### src/design/mblt_pkg.sv
`timescale 1ns / 1ps
// Shared types and constants for the MIDI binding learn table.
// No dependencies; used by mblt_ctrl, mblt_dp and midi_binding_learn_table.
package mblt_pkg;

  localparam int MAX_MAPPINGS = 64;
  localparam int IDX_W = (MAX_MAPPINGS > 1) ? $clog2(MAX_MAPPINGS) : 1;
  localparam int CNT_W = $clog2(MAX_MAPPINGS + 1);

  localparam int MODE_W = 3;
  localparam int IN_W   = 56;
  localparam int OUT_W  = 24;

  localparam logic [2:0] MODE_MIDI      = 3'd0;
  localparam logic [2:0] MODE_ADD       = 3'd1;
  localparam logic [2:0] MODE_REMOVE    = 3'd2;
  localparam logic [2:0] MODE_CLEAR     = 3'd3;
  localparam logic [2:0] MODE_LEARN_ON  = 3'd4;
  localparam logic [2:0] MODE_LEARN_OFF = 3'd5;

  localparam logic [1:0] ST_OK      = 2'd0;
  localparam logic [1:0] ST_IGNORED = 2'd1;
  localparam logic [1:0] ST_FULL    = 2'd2;

  localparam logic [3:0] KIND_CC      = 4'hB;
  localparam logic [3:0] KIND_NOTE_ON = 4'h9;

  typedef struct packed {
    logic [4:0] channel;
    logic [6:0] number;
    logic       is_cc;
    logic [3:0] action;
    logic [7:0] track;
    logic [7:0] scene;
  } entry_t;

  typedef enum logic [2:0] {
    OP_LOOKUP,
    OP_LEARN,
    OP_ADD,
    OP_REMOVE,
    OP_MISC
  } op_t;

  typedef struct packed {
    logic load_in;
    logic scan_start;
    logic append;
    logic apply_misc;
    logic load_out;
  } cmd_t;

  typedef struct packed {
    op_t  op;
    logic scan_busy;
    logic out_busy;
  } stat_t;

endpackage

### src/design/mblt_ctrl.sv
`timescale 1ns / 1ps
// Sequencer for the MIDI binding learn table: accepts a transaction, runs
// scan, append or misc steps, hands the result to the output register. Uses mblt_pkg.
module mblt_ctrl (
  input  logic            clk,
  input  logic            rst,
  input  logic            in_valid,
  output logic            in_ready,
  input  mblt_pkg::stat_t stat,
  output mblt_pkg::cmd_t  cmd
);

  typedef enum logic [4:0] {
    S_IDLE     = 5'b00001,
    S_DISPATCH = 5'b00010,
    S_SCAN     = 5'b00100,
    S_APPEND   = 5'b01000,
    S_RESP     = 5'b10000
  } state_t;

  state_t state, state_next;

  always_ff @(posedge clk) begin
    if (rst) begin
      state <= S_IDLE;
    end else begin
      state <= state_next;
    end
  end

  always_comb begin
    state_next = state;
    cmd        = '0;
    in_ready   = 1'b0;
    case (state)
      S_IDLE: begin
        in_ready = 1'b1;
        if (in_valid) begin
          cmd.load_in = 1'b1;
          state_next  = S_DISPATCH;
        end
      end
      S_DISPATCH: begin
        case (stat.op)
          mblt_pkg::OP_LOOKUP, mblt_pkg::OP_LEARN, mblt_pkg::OP_REMOVE: begin
            cmd.scan_start = 1'b1;
            state_next     = S_SCAN;
          end
          mblt_pkg::OP_ADD: begin
            state_next = S_APPEND;
          end
          default: begin
            cmd.apply_misc = 1'b1;
            state_next     = S_RESP;
          end
        endcase
      end
      S_SCAN: begin
        if (!stat.scan_busy) begin
          state_next = (stat.op == mblt_pkg::OP_LEARN) ? S_APPEND : S_RESP;
        end
      end
      S_APPEND: begin
        cmd.append = 1'b1;
        state_next = S_RESP;
      end
      S_RESP: begin
        if (!stat.out_busy) begin
          cmd.load_out = 1'b1;
          state_next   = S_IDLE;
        end
      end
      default: begin
        state_next = S_IDLE;
      end
    endcase
  end

endmodule

### src/design/mblt_dp.sv
`timescale 1ns / 1ps
// Datapath of the MIDI binding learn table: binding memory, scan and
// compaction pointers, learn registers, result and output registers. Uses mblt_pkg.
module mblt_dp (
  input  logic                        clk,
  input  logic                        rst,
  input  logic [mblt_pkg::IN_W-1:0]   in_data,
  input  logic [mblt_pkg::MODE_W-1:0] in_user,
  input  mblt_pkg::cmd_t              cmd,
  output mblt_pkg::stat_t             stat,
  output logic                        out_valid,
  input  logic                        out_ready,
  output logic [mblt_pkg::OUT_W-1:0]  out_data
);

  logic [2:0]       mode;
  logic [7:0]       sb;
  logic [6:0]       d1;
  logic [6:0]       d2;
  mblt_pkg::entry_t arg;

  logic       learn_armed;
  logic [3:0] learn_action;
  logic [7:0] learn_track;
  logic [7:0] learn_scene;

  logic [mblt_pkg::CNT_W-1:0] entry_count;
  logic [mblt_pkg::CNT_W-1:0] rd_ptr;
  logic [mblt_pkg::CNT_W-1:0] wr_ptr;
  logic                       rd_valid;
  logic                       scan_busy;

  mblt_pkg::entry_t           mem [mblt_pkg::MAX_MAPPINGS];
  mblt_pkg::entry_t           rd_data;
  logic                       mem_we;
  logic [mblt_pkg::IDX_W-1:0] mem_waddr;
  mblt_pkg::entry_t           mem_wdata;

  logic       res_handled, res_fire;
  logic [3:0] res_action;
  logic [7:0] res_track, res_scene;
  logic [1:0] res_status;

  logic       out_handled, out_fire;
  logic [3:0] out_action;
  logic [7:0] out_track, out_scene;
  logic [1:0] out_status;

  logic             msg_is_cc, msg_ok;
  logic [4:0]       msg_chan;
  mblt_pkg::op_t    op;
  mblt_pkg::entry_t app_entry;
  logic             table_full;
  logic             lookup_hit, bind_hit, target_hit, scan_hit, keep;
  logic             at_end;

  // decode of the captured MIDI message
  always_comb begin
    msg_is_cc = (sb[7:4] == mblt_pkg::KIND_CC);
    msg_ok    = msg_is_cc || ((sb[7:4] == mblt_pkg::KIND_NOTE_ON) && (d2 != 7'd0));
    msg_chan  = {1'b0, sb[3:0]} + 5'd1;
    case (mode)
      mblt_pkg::MODE_MIDI: begin
        if (!msg_ok) begin
          op = mblt_pkg::OP_MISC;
        end else if (learn_armed) begin
          op = mblt_pkg::OP_LEARN;
        end else begin
          op = mblt_pkg::OP_LOOKUP;
        end
      end
      mblt_pkg::MODE_ADD:    op = mblt_pkg::OP_ADD;
      mblt_pkg::MODE_REMOVE: op = mblt_pkg::OP_REMOVE;
      default:               op = mblt_pkg::OP_MISC;
    endcase
  end

  always_comb begin
    if (op == mblt_pkg::OP_LEARN) begin
      app_entry.channel = msg_chan;
      app_entry.number  = d1;
      app_entry.is_cc   = msg_is_cc;
      app_entry.action  = learn_action;
      app_entry.track   = learn_track;
      app_entry.scene   = learn_scene;
    end else begin
      app_entry = arg;
    end
  end

  assign table_full = (entry_count >= mblt_pkg::CNT_W'(mblt_pkg::MAX_MAPPINGS));
  assign at_end     = (rd_ptr == entry_count);

  assign lookup_hit = ((rd_data.channel == 5'd0) || (rd_data.channel == msg_chan)) &&
                      (rd_data.is_cc == msg_is_cc) && (rd_data.number == d1);
  assign bind_hit   = (rd_data.channel == msg_chan) && (rd_data.is_cc == msg_is_cc) &&
                      (rd_data.number == d1);
  assign target_hit = (rd_data.action == arg.action) && (rd_data.track == arg.track) &&
                      (rd_data.scene == arg.scene);

  always_comb begin
    case (op)
      mblt_pkg::OP_LOOKUP: scan_hit = lookup_hit;
      mblt_pkg::OP_LEARN:  scan_hit = bind_hit;
      default:             scan_hit = target_hit;
    endcase
  end

  // surviving entry during a compaction pass
  assign keep = scan_busy && rd_valid && (op != mblt_pkg::OP_LOOKUP) && !scan_hit;

  always_comb begin
    mem_we    = 1'b0;
    mem_waddr = wr_ptr[mblt_pkg::IDX_W-1:0];
    mem_wdata = rd_data;
    if (keep) begin
      mem_we = 1'b1;
    end else if (cmd.append && !table_full) begin
      mem_we    = 1'b1;
      mem_waddr = entry_count[mblt_pkg::IDX_W-1:0];
      mem_wdata = app_entry;
    end
  end

  always_ff @(posedge clk) begin
    if (mem_we) begin
      mem[mem_waddr] <= mem_wdata;
    end
    rd_data <= mem[rd_ptr[mblt_pkg::IDX_W-1:0]];
  end

  always_ff @(posedge clk) begin
    if (rst) begin
      entry_count  <= '0;
      learn_armed  <= 1'b0;
      learn_action <= '0;
      learn_track  <= '0;
      learn_scene  <= '0;
      scan_busy    <= 1'b0;
      rd_valid     <= 1'b0;
      rd_ptr       <= '0;
      wr_ptr       <= '0;
      out_valid    <= 1'b0;
    end else begin
      if (cmd.load_in) begin
        mode        <= in_user;
        sb          <= in_data[7:0];
        d1          <= in_data[14:8];
        d2          <= in_data[21:15];
        arg.channel <= in_data[26:22];
        arg.number  <= in_data[33:27];
        arg.is_cc   <= in_data[34];
        arg.action  <= in_data[38:35];
        arg.track   <= in_data[46:39];
        arg.scene   <= in_data[54:47];
        res_handled <= 1'b0;
        res_fire    <= 1'b0;
        res_action  <= '0;
        res_track   <= '0;
        res_scene   <= '0;
        res_status  <= mblt_pkg::ST_OK;
      end

      if (cmd.scan_start) begin
        scan_busy  <= 1'b1;
        rd_ptr     <= '0;
        wr_ptr     <= '0;
        rd_valid   <= 1'b0;
        res_status <= (op == mblt_pkg::OP_LOOKUP) ? mblt_pkg::ST_IGNORED : mblt_pkg::ST_OK;
      end else if (scan_busy) begin
        if (rd_valid && (op == mblt_pkg::OP_LOOKUP) && lookup_hit) begin
          scan_busy   <= 1'b0;
          rd_valid    <= 1'b0;
          res_handled <= 1'b1;
          res_fire    <= 1'b1;
          res_action  <= rd_data.action;
          res_track   <= rd_data.track;
          res_scene   <= rd_data.scene;
          res_status  <= mblt_pkg::ST_OK;
        end else if (at_end && !rd_valid) begin
          scan_busy <= 1'b0;
          if (op != mblt_pkg::OP_LOOKUP) begin
            entry_count <= wr_ptr;
          end
        end else begin
          rd_valid <= !at_end;
          if (!at_end) begin
            rd_ptr <= rd_ptr + mblt_pkg::CNT_W'(1);
          end
          if (keep) begin
            wr_ptr <= wr_ptr + mblt_pkg::CNT_W'(1);
          end
        end
      end

      if (cmd.append) begin
        if (table_full) begin
          res_status <= mblt_pkg::ST_FULL;
        end else begin
          entry_count <= entry_count + mblt_pkg::CNT_W'(1);
          res_status  <= mblt_pkg::ST_OK;
        end
        if (op == mblt_pkg::OP_LEARN) begin
          res_handled <= 1'b1;
          learn_armed <= 1'b0;
        end
      end

      if (cmd.apply_misc) begin
        case (mode)
          mblt_pkg::MODE_CLEAR: begin
            entry_count <= '0;
          end
          mblt_pkg::MODE_LEARN_ON: begin
            learn_armed  <= 1'b1;
            learn_action <= arg.action;
            learn_track  <= arg.track;
            learn_scene  <= arg.scene;
          end
          mblt_pkg::MODE_LEARN_OFF: begin
            learn_armed <= 1'b0;
          end
          default: begin
            res_status <= mblt_pkg::ST_IGNORED;
          end
        endcase
      end

      if (cmd.load_out) begin
        out_valid   <= 1'b1;
        out_handled <= res_handled;
        out_fire    <= res_fire;
        out_action  <= res_action;
        out_track   <= res_track;
        out_scene   <= res_scene;
        out_status  <= res_status;
      end else if (out_ready) begin
        out_valid <= 1'b0;
      end
    end
  end

  assign out_data = {out_status, out_scene, out_track, out_action, out_fire, out_handled};

  assign stat.op        = op;
  assign stat.scan_busy = scan_busy;
  assign stat.out_busy  = out_valid && !out_ready;

  a_count_range: assert property (@(posedge clk) disable iff (rst)
    entry_count <= mblt_pkg::CNT_W'(mblt_pkg::MAX_MAPPINGS))
    else $error("entry count above table depth");

  a_compact_order: assert property (@(posedge clk) disable iff (rst)
    scan_busy |-> (wr_ptr <= rd_ptr))
    else $error("compaction write pointer passed read pointer");

  a_out_slot_free: assert property (@(posedge clk) disable iff (rst)
    cmd.load_out |-> (!out_valid || out_ready))
    else $error("result loaded over a pending result");

  a_learn_ends: assert property (@(posedge clk) disable iff (rst)
    (cmd.append && (op == mblt_pkg::OP_LEARN)) |=> !learn_armed)
    else $error("learn mode still armed after learned entry");

endmodule

### src/design/midi_binding_learn_table.sv
`timescale 1ns / 1ps
// Top level of the MIDI binding learn table: stream ports, controller and
// datapath. Depends on mblt_pkg, mblt_ctrl and mblt_dp.
//
// One result transaction follows every input transaction. Clear, start learn,
// stop learn, unused modes and ignored MIDI messages go straight from dispatch
// to the result, and an add goes to its append without a scan. Other MIDI
// messages and removals scan the binding table one entry per cycle through its
// single read port. A lookup stops at the first matching entry; one with no
// match walks the whole table. A removal walks the whole table, and a learned
// message walks it too and then appends. A result waits while the output
// register holds one not yet taken. The table needs no clearing pass after
// reset. A new item is accepted as soon as the previous result sits in the
// output register.
module midi_binding_learn_table (
  input  logic                        clk,
  input  logic                        rst,
  input  logic                        s_axis_tvalid,
  output logic                        s_axis_tready,
  // [7:0] status_byte, [14:8] data_one, [21:15] data_two, [26:22] bind_channel,
  // [33:27] bind_number, [34] bind_is_cc, [38:35] action_code,
  // [46:39] track_index, [54:47] scene_index, [55] zero
  input  logic [mblt_pkg::IN_W-1:0]   s_axis_tdata,
  // [2:0] mode
  input  logic [mblt_pkg::MODE_W-1:0] s_axis_tuser,
  output logic                        m_axis_tvalid,
  input  logic                        m_axis_tready,
  // [0] handled, [1] fire, [5:2] out_action, [13:6] out_track,
  // [21:14] out_scene, [23:22] status
  output logic [mblt_pkg::OUT_W-1:0]  m_axis_tdata
);

  mblt_pkg::cmd_t  cmd;
  mblt_pkg::stat_t stat;

  mblt_ctrl u_ctrl (
    .clk      (clk),
    .rst      (rst),
    .in_valid (s_axis_tvalid),
    .in_ready (s_axis_tready),
    .stat     (stat),
    .cmd      (cmd)
  );

  mblt_dp u_dp (
    .clk       (clk),
    .rst       (rst),
    .in_data   (s_axis_tdata),
    .in_user   (s_axis_tuser),
    .cmd       (cmd),
    .stat      (stat),
    .out_valid (m_axis_tvalid),
    .out_ready (m_axis_tready),
    .out_data  (m_axis_tdata)
  );

endmodule

### config.mk
export PLATFORM = sky130hd
export DESIGN_NAME = midi_binding_learn_table
export DESIGN_NICKNAME = d
export VERILOG_FILES = /design/src/design/mblt_pkg.sv /design/src/design/mblt_ctrl.sv /design/src/design/mblt_dp.sv /design/src/design/midi_binding_learn_table.sv
export SDC_FILE = /design/constraint.sdc
export NUM_CORES = 2
export LEC_CHECK = 0
export BUFFER_PORTS_ARGS = -buffer_cell sky130_fd_sc_hd__buf_2
export CORE_MARGIN = 2
export CORE_UTILIZATION = 65
export CTS_BUF_LIST = sky130_fd_sc_hd__clkbuf_2 sky130_fd_sc_hd__clkbuf_4 sky130_fd_sc_hd__clkbuf_8
export DETAILED_ROUTE_END_ITERATION = 7
export GPL_TIMING_DRIVEN = 1
export PLACE_DENSITY = 0.82
export SYNTH_ARGS = -nofsm -noshare
export SYNTH_HDL_FRONTEND = slang
export SYNTH_SLANG_ARGS = --single-unit
### constraint.sdc
create_clock -name clk -period 8 [get_ports clk]
set_input_delay 2 -clock clk [delete_from_list [all_inputs] [get_ports clk]]
set_output_delay 2 -clock clk [all_outputs]
set_load 0.01 [all_outputs]
Yosys cells after proc, flatten, opt, wreduce, memory -nomap -nowiden
Memory sizes are Yosys's and may differ from the RTL's. A register that Yosys moved wholly into a read port is not among the register bits.
Cells that the tools add are included.

word-level totals
  output and inout port bits = 26
  memories kept = 1
  bits of input ports = 63
  flip-flop bits (word level) = 156
  bits in writable memories = 2,112
  word-level logic and storage cells = 189

operators by class
  $add $sub $neg = 4
  eq/ne operators = 26
  mux-type cells = 81
  reductions and logical operators = 39
  magnitude comparators = 1
  bitwise logic cells = 4

memory list
  memory    depth  width  rd ports  clocked after memory_dff  write ports  line           RTL
  u_dp.mem  64     33     1         1                         1            mblt_dp.sv:33  mblt_pkg::entry_t mem [mblt_pkg::MAX_MAPPINGS];

operators by type and width
  cell                                                                   number
  33-bit 2-to-1 mux                                                      3
  8-bit 2-to-1 mux                                                       8
  7-bit 2-to-1 mux                                                       9
  1-bit 2-to-1 mux                                                       37
  5-bit one-hot mux with 5 select lines                                  1
  7-bit by 1-bit adder with 7-bit output, second input constant          3
  5-bit 2-to-1 mux                                                       4
  8-bit equality test                                                    2
  2-bit 2-to-1 mux                                                       8
  4-bit 2-to-1 mux                                                       4
  1-bit logical AND                                                      15
  7-bit equality test                                                    2
  3-bit by 2-bit equality test with 1-bit output, second input constant  4
  6-bit 2-to-1 mux                                                       2
  5-bit one-hot mux with 2 select lines                                  1
  3-bit one-hot mux with 3 select lines                                  1
  4-bit equality test, second input constant                             2
  2-bit AND reduction                                                    4
  4-bit AND reduction                                                    2
  7-bit greater-or-equal comparator, second input constant               1
  7-bit nonzero test                                                     1
  3-bit by 1-bit equality test with 1-bit output, second input constant  2
  3-bit equality test, second input constant                             2
  3-bit zero test                                                        2
  other kinds (23)                                                       35

Logic depth before layout (Yosys ltp)
  word-level depth = 15
  gate-level depth with buffers = 11
  depth with buffers taken out = 7

Hierarchy
A second synthesis with hierarchy kept.

second synthesis, totals
  cell total of the unflattened synthesis = 3,997
  area total of the unflattened synthesis = 89,168.0 µm²

by module, submodules not included
  module     instances  cells an instance  sequential area each (µm²)  area each (µm²)
  mblt_dp    1          3,952              68,165.4                    88,810.2
  mblt_ctrl  1          45                 100.1                       357.8

Worst setup path before layout
Ideal clock, no wire load.

  path type = input to register
  start = input port rst
  end = register u_dp.arg[0] (netlist name) (enable)
  buffers on the path = 3
  data arrival time = 5,019 ps
  cell stages on the path = 4
  library setup time = 474 ps
  path slack = 2,507 ps
  required time = 7,526 ps
  cell sequence = clkbuf_1 > clkbuf_1 > clkbuf_1 > nor2_1

on the way
  cells in the longest elaborated chain, start to end = 2

ends and longest elaborated chain
  what                           line                            RTL
  from (decl)                    midi_binding_learn_table.sv:17  input logic rst,
  1-bit NOT (no line)            n/a
  2-bit AND reduction (no line)  n/a
  to (decl)                      mblt_dp.sv:20                   mblt_pkg::entry_t arg;

Every way passes these cells.
A chain may end at the register's enable or synchronous reset.

Final worst setup path
  start = register u_dp.d1[6]
  end = memory u_dp.mem[53][24] (netlist name) (enable)

on the way
  cells in the longest elaborated chain, start to end = 8
  elaborated cells between the ends (all ways) = 10
  classes of those cells = eq/ne (1); mux (5); reduce/logical (4)

ends and longest elaborated chain
  what                                       line                          RTL
  from (decl)                                mblt_dp.sv:18                 logic [6:0] d1;
  from (signal assigned)                     mblt_dp.sv:148                d1 <= in_data[14:8];
  7-bit equality test (*)                    mblt_dp.sv:95, mblt_dp.sv:97
  1-bit logical AND (on tied branches)       mblt_dp.sv:96, mblt_dp.sv:95
  1-bit one-hot mux with 2 select lines (*)  mblt_dp.sv:102                case (op)
  1-bit zero test (*)                        mblt_dp.sv:110                assign keep = scan_busy && rd_valid && (op != mblt_pkg::OP_LOOKUP) && !scan_hit;
  1-bit logical AND (*)                      mblt_dp.sv:110
  1-bit 2-to-1 mux                           mblt_dp.sv:116                if (keep) begin
  1-bit 2-to-1 mux                           mblt_dp.sv:126                if (mem_we) begin
  1-bit 2-to-1 mux (not written as such)     mblt_dp.sv:127                mem[mem_waddr] <= mem_wdata;
  to (decl)                                  mblt_dp.sv:33

Mark *: on every way between the ends. The rest lies on a longest branch, timed or not.

==> impl_metrics.prom <==
# TYPE chip_impl_metric gauge
chip_impl_info{name="worstSetupStartpointType",value="flop"} 1
chip_impl_metric{name="netlist-cell-type-count",unit=""} 65
chip_impl_metric{name="clock_sinks",unit=""} 2301
chip_impl_metric{name="gr-total-overflow",unit=""} 0
chip_impl_metric{name="drv_slew",unit=""} 0
chip_impl_metric{name="grtUsageMet3",unit="%"} 6.45
chip_impl_info{name="grt_setup_unrepaired",value="no"} 1
chip_impl_metric{name="synth-edff-count",unit=""} 2218
chip_impl_metric{name="syn-num-nets",unit=""} 4039
chip_impl_metric{name="gp_congestion",unit=""} 0.876
chip_impl_metric{name="relSlewSlack",unit="%"} 9.81
chip_impl_metric{name="switching_power",unit="mW"} 4.42
chip_impl_metric{name="cp_data_required_time",unit="ps"} 8640
chip_impl_metric{name="grt_antenna_before_repair",unit=""} 10
chip_impl_metric{name="share_clk_of_total_power",unit="%"} 41.7
chip_impl_metric{name="switching_part_of_the_total_power",unit="%"} 19.6
chip_impl_metric{name="post_route_cells_drive_above_1_share",unit="%"} 33.7
chip_impl_info{name="clockRootBuffer",value="sky130_fd_sc_hd__clkbuf_8"} 1
chip_impl_info{name="synth_most_common_cell",value="sky130_fd_sc_hd__edfxtp_1"} 1
chip_impl_metric{name="starting_density_of_the_core",unit="%"} 65.6
chip_impl_metric{name="power.density_cell_area",unit="nW/µm²"} 227
chip_impl_metric{name="die-width",unit="µm"} 374
chip_impl_info{name="status",value="completed"} 1
chip_impl_metric{name="grt_start_max_net_pins",unit=""} 145
chip_impl_metric{name="grt_util_all_layers",unit="%"} 30.2
chip_impl_metric{name="power_frac_comb",unit="%"} 0.5
chip_impl_metric{name="synth-seq-cells",unit=""} 2301
chip_impl_metric{name="synth.mux.area_fraction",unit="%"} 18.3
chip_impl_metric{name="grtUsageMet2",unit="%"} 47.1
chip_impl_metric{name="first_pass_grt_wire_length",unit="mm"} 303
chip_impl_metric{name="achievable-frequency",unit="MHz"} 185
chip_impl_info{name="worst_setup_path_category",value="flop to flop"} 1
chip_impl_metric{name="yosys.area_share.xor_xnor",unit="%"} 0.438
chip_impl_metric{name="numPortBuffers",unit=""} 87
chip_impl_info{name="synthTopCellsByCount",value="2218 x sky130_fd_sc_hd__edfxtp_1, 660 x sky130_fd_sc_hd__mux4_2, 271 x sky130_fd_sc_hd__nand2_1"} 1
chip_impl_metric{name="die_height",unit="µm"} 374
chip_impl_metric{name="worst-r2r-cell-count",unit=""} 8
chip_impl_metric{name="synthesis.instances",unit=""} 3971
chip_impl_info{name="synth_top_family_by_area",value="multiplexers"} 1
chip_impl_metric{name="synth-simple-area-share",unit="%"} 2.34
chip_impl_metric{name="ctsHtreeMaxLevel",unit=""} 5
chip_impl_metric{name="period_minus_ws_final",unit="ps"} 5410
chip_impl_metric{name="cts-hold-fix-buffers",unit=""} 0
chip_impl_metric{name="number_of_global_route_vias_before_repair",unit=""} 45220
chip_impl_info{name="clock_tree_from_tritoncts",value="yes"} 1
chip_impl_info{name="critical-path-top-cell-by-count",value="sky130_fd_sc_hd__buf_4"} 1
chip_impl_metric{name="max_stage_delay",unit="ps"} 1060
chip_impl_info{name="ordered_cell_list_for_the_critical_path",value="xor2_1 > nor4_1 > nand4_1 > or3_1 > nand2_4 > buf_4 > mux2i_4 > buf_4"} 1
chip_impl_metric{name="synth_compound_gate_area_share",unit="%"} 1.16
chip_impl_metric{name="cts_setup_buffers",unit=""} 0
chip_impl_info{name="hold_crit_path_type",value="flop to flop"} 1
chip_impl_metric{name="seq_area_frac_synth",unit="%"} 76.6
chip_impl_metric{name="total_power",unit="mW"} 22.6
chip_impl_info{name="timing.critical_path.slowest_stage_cell",value="sky130_fd_sc_hd__nor4_1"} 1
chip_impl_metric{name="clk_pin_slew",unit="ps"} 60
chip_impl_metric{name="worstSkewPairLatency",unit="ps"} 1030
chip_impl_metric{name="power_frac_seq",unit="%"} 57.8
chip_impl_metric{name="yosys.area_share.adder",unit="%"} 0.0702
chip_impl_metric{name="finalHoldViolCount",unit=""} 0
chip_impl_metric{name="drt_first_pass_iters",unit=""} 7
chip_impl_metric{name="dr_total_vias",unit=""} 44394
chip_impl_info{name="top_usage_layer",value="met2"} 1
chip_impl_info{name="synth_top_area_cell",value="sky130_fd_sc_hd__edfxtp_1"} 1
chip_impl_metric{name="clock-skew-final",unit="ps"} 81.4
chip_impl_metric{name="timing.max_cap.violations",unit=""} 0
chip_impl_metric{name="avgSynthCellArea",unit="µm²"} 22.4
chip_impl_metric{name="grt.met1_usage",unit="%"} 43.4
chip_impl_metric{name="synthArstFlopShare",unit="%"} 0
chip_impl_metric{name="post_synth_instance_area",unit="µm²"} 89100
chip_impl_metric{name="finalSetupTns",unit="ps"} 0
chip_impl_metric{name="p_int",unit="mW"} 18.2
chip_impl_metric{name="coreArea",unit="µm²"} 136000
chip_impl_metric{name="detail_route.vias_per_cell",unit=""} 6.98
chip_impl_metric{name="fp.dieArea",unit="µm²"} 140000
chip_impl_metric{name="placement_rows",unit=""} 135
chip_impl_metric{name="dr.first_iter.drc_count",unit=""} 7047
chip_impl_metric{name="critical_path_arrival",unit="ps"} 6050
chip_impl_metric{name="drt.antenna.violating_nets",unit=""} 0
chip_impl_metric{name="timing_worst_slew_pin_value",unit="ps"} 1340
chip_impl_metric{name="worst_ir_drop_vdd",unit="V"} 0.000184
chip_impl_metric{name="dp_wirelength",unit="mm"} 117
chip_impl_metric{name="finalCritPeriodShare",unit="%"} 67.6
chip_impl_metric{name="areaGrowthSynthToFinish",unit="%"} 11.7
chip_impl_metric{name="final_net_count",unit=""} 4391
chip_impl_metric{name="io_pins",unit=""} 89
chip_impl_metric{name="critical_path_peak_fanout",unit=""} 30
chip_impl_metric{name="route.final.wire_length",unit="mm"} 210
chip_impl_metric{name="cellLeakagePower",unit="nW"} 30.4
chip_impl_metric{name="fill_cells",unit=""} 7025
chip_impl_metric{name="cts_resized",unit=""} 0
chip_impl_info{name="synthTopCellsByArea",value="sky130_fd_sc_hd__edfxtp_1 75%, sky130_fd_sc_hd__mux4_2 17%, sky130_fd_sc_hd__dfxtp_1 1.9%, sky130_fd_sc_hd__nand2_1 1.1%, sky130_fd_sc_hd__mux2i_1 0.81%"} 1
chip_impl_info{name="end_kind",value="flop"} 1
chip_impl_metric{name="area_fraction_of_the_dominant_cell_type_after_synthesis",unit="%"} 74.7
chip_impl_metric{name="routed_wire_length_per_instance",unit="µm"} 33.0
chip_impl_metric{name="combined_area_of_the_multi_input_logic_cells",unit="µm²"} 20700
chip_impl_metric{name="area.sequential",unit="µm²"} 68300
chip_impl_info{name="post_synth_top_flop",value="sky130_fd_sc_hd__edfxtp_1"} 1
chip_impl_metric{name="worstHoldPathCells",unit=""} 0
chip_impl_metric{name="drt_drc_violations_left",unit=""} 0
chip_impl_metric{name="report.final.setup_viol",unit=""} 0
chip_impl_metric{name="clk_path_buf_depth",unit=""} 4
chip_impl_metric{name="number_of_buffers_added_by_the_clock_tree_synthesis_step",unit=""} 358
chip_impl_metric{name="ys_warn_count",unit=""} 0
worst paths after layout:
path | start | to | slack (ps)
worst min register to register | u_dp.res_action[2] | u_dp.out_action[2] | 450
worst max register to register | u_dp.d1[6] | u_dp.mem[53][24] | 2590
worst max-delay path | u_dp.d1[6] | u_dp.mem[53][24] | 2590
worst min-delay path | u_dp.res_action[2] | u_dp.out_action[2] | 450
power groups by stage:
stage	clock network [mW]	registers, mW	logic (mW)
after floorplan	0	13.3	0.0560
after global placement	0	13.3	0.0970
after detailed placement	0	13.3	0.0999
after CTS	9.53	13.1	0.102
after global routing	10.0	13.1	0.110
final	9.43	13.1	0.104
critical path, delay by kind of cell, from the launching register on:
family,cells,cell delay (ps)
mux,1,720
flops,1,420
simple gates,4,2220
buf+inv,2,1320
xor+xnor,1,270
area by class of cell:
class / instances / area share (%)
Antenna cell: 3 / 0.00754
Clock buffer: 492 / 6.13
Clock inverter: 122 / 0.681
Inverter: 10 / 0.0377
Multi-Input combinational cell: 1438 / 20.8
Sequential cell: 2301 / 68.6
Tap cell: 1781 / 2.24
Timing Repair Buffer: 214 / 1.52
cells by family after synthesis:
group	after synthesis
simple gates	447
xor+xnor	43
fa+ha+maj	5
flops	2301
compound gates	149
buf+inv	232
mux	794
layout by cell type (no fill, tap or decap), types with 41 or more instances in the layout:
| cell type | synthesis | routed |
|---|---|---|
| sky130_fd_sc_hd__clkinv_1 | 0 | 81 |
| sky130_fd_sc_hd__buf_4 | 5 | 117 |
| sky130_fd_sc_hd__mux4_2 | 660 | 660 |
| sky130_fd_sc_hd__clkbuf_4 | 0 | 107 |
| sky130_fd_sc_hd__nand3_1 | 41 | 41 |
| sky130_fd_sc_hd__buf_2 | 36 | 87 |
| sky130_fd_sc_hd__mux2i_4 | 0 | 64 |
| sky130_fd_sc_hd__mux2_2 | 32 | 42 |
| sky130_fd_sc_hd__nand2_1 | 271 | 270 |
| sky130_fd_sc_hd__dfxtp_1 | 83 | 79 |
| sky130_fd_sc_hd__a22oi_1 | 68 | 68 |
| sky130_fd_sc_hd__clkbuf_8 | 0 | 385 |
| sky130_fd_sc_hd__edfxtp_1 | 2218 | 2218 |
flip-flops by register name (all words and copies together), names as in the netlist, 2 cells and up:
signal / cells
u_dp.mem: 2112
u_dp.arg: 33
u_dp.rd_data: 33
u_dp.learn_scene: 8
u_dp.learn_track: 8
u_dp.out_scene: 8
u_dp.out_track: 8
u_dp.res_scene: 8
u_dp.res_track: 8
u_dp.sb: 8
u_dp.d1: 7
u_dp.d2: 7
u_dp.entry_count: 7
u_dp.rd_ptr: 7
u_dp.wr_ptr: 7
u_ctrl.state: 5
u_dp.learn_action: 4
u_dp.out_action: 4
u_dp.res_action: 4
u_dp.mode: 3
u_dp.out_status: 2
u_dp.res_status: 2
per-layer routing:
layer	wire length (µm)	up-vias
met4	6500	0
met3	25400	476
li1	-	17498
met2	102000	3302
met5	0	-
met1	76000	23118
stage by stage:
step                worst slack, ps  hold WS [ps]  instances  utilization [%]  instance area (µm²)
floorplan                      2510           426       3971                -                89100
global placement               2920           434       5744             68.3                92800
detailed placement             2780           434       5744             68.3                92800
CTS                            2640           454       6358             73.3                99600
global route                   2650           460       6360             73.3                99600
finish                         2590           454       6361             73.3                99600
No activity file was read; power rests on OpenSTA's default activity.
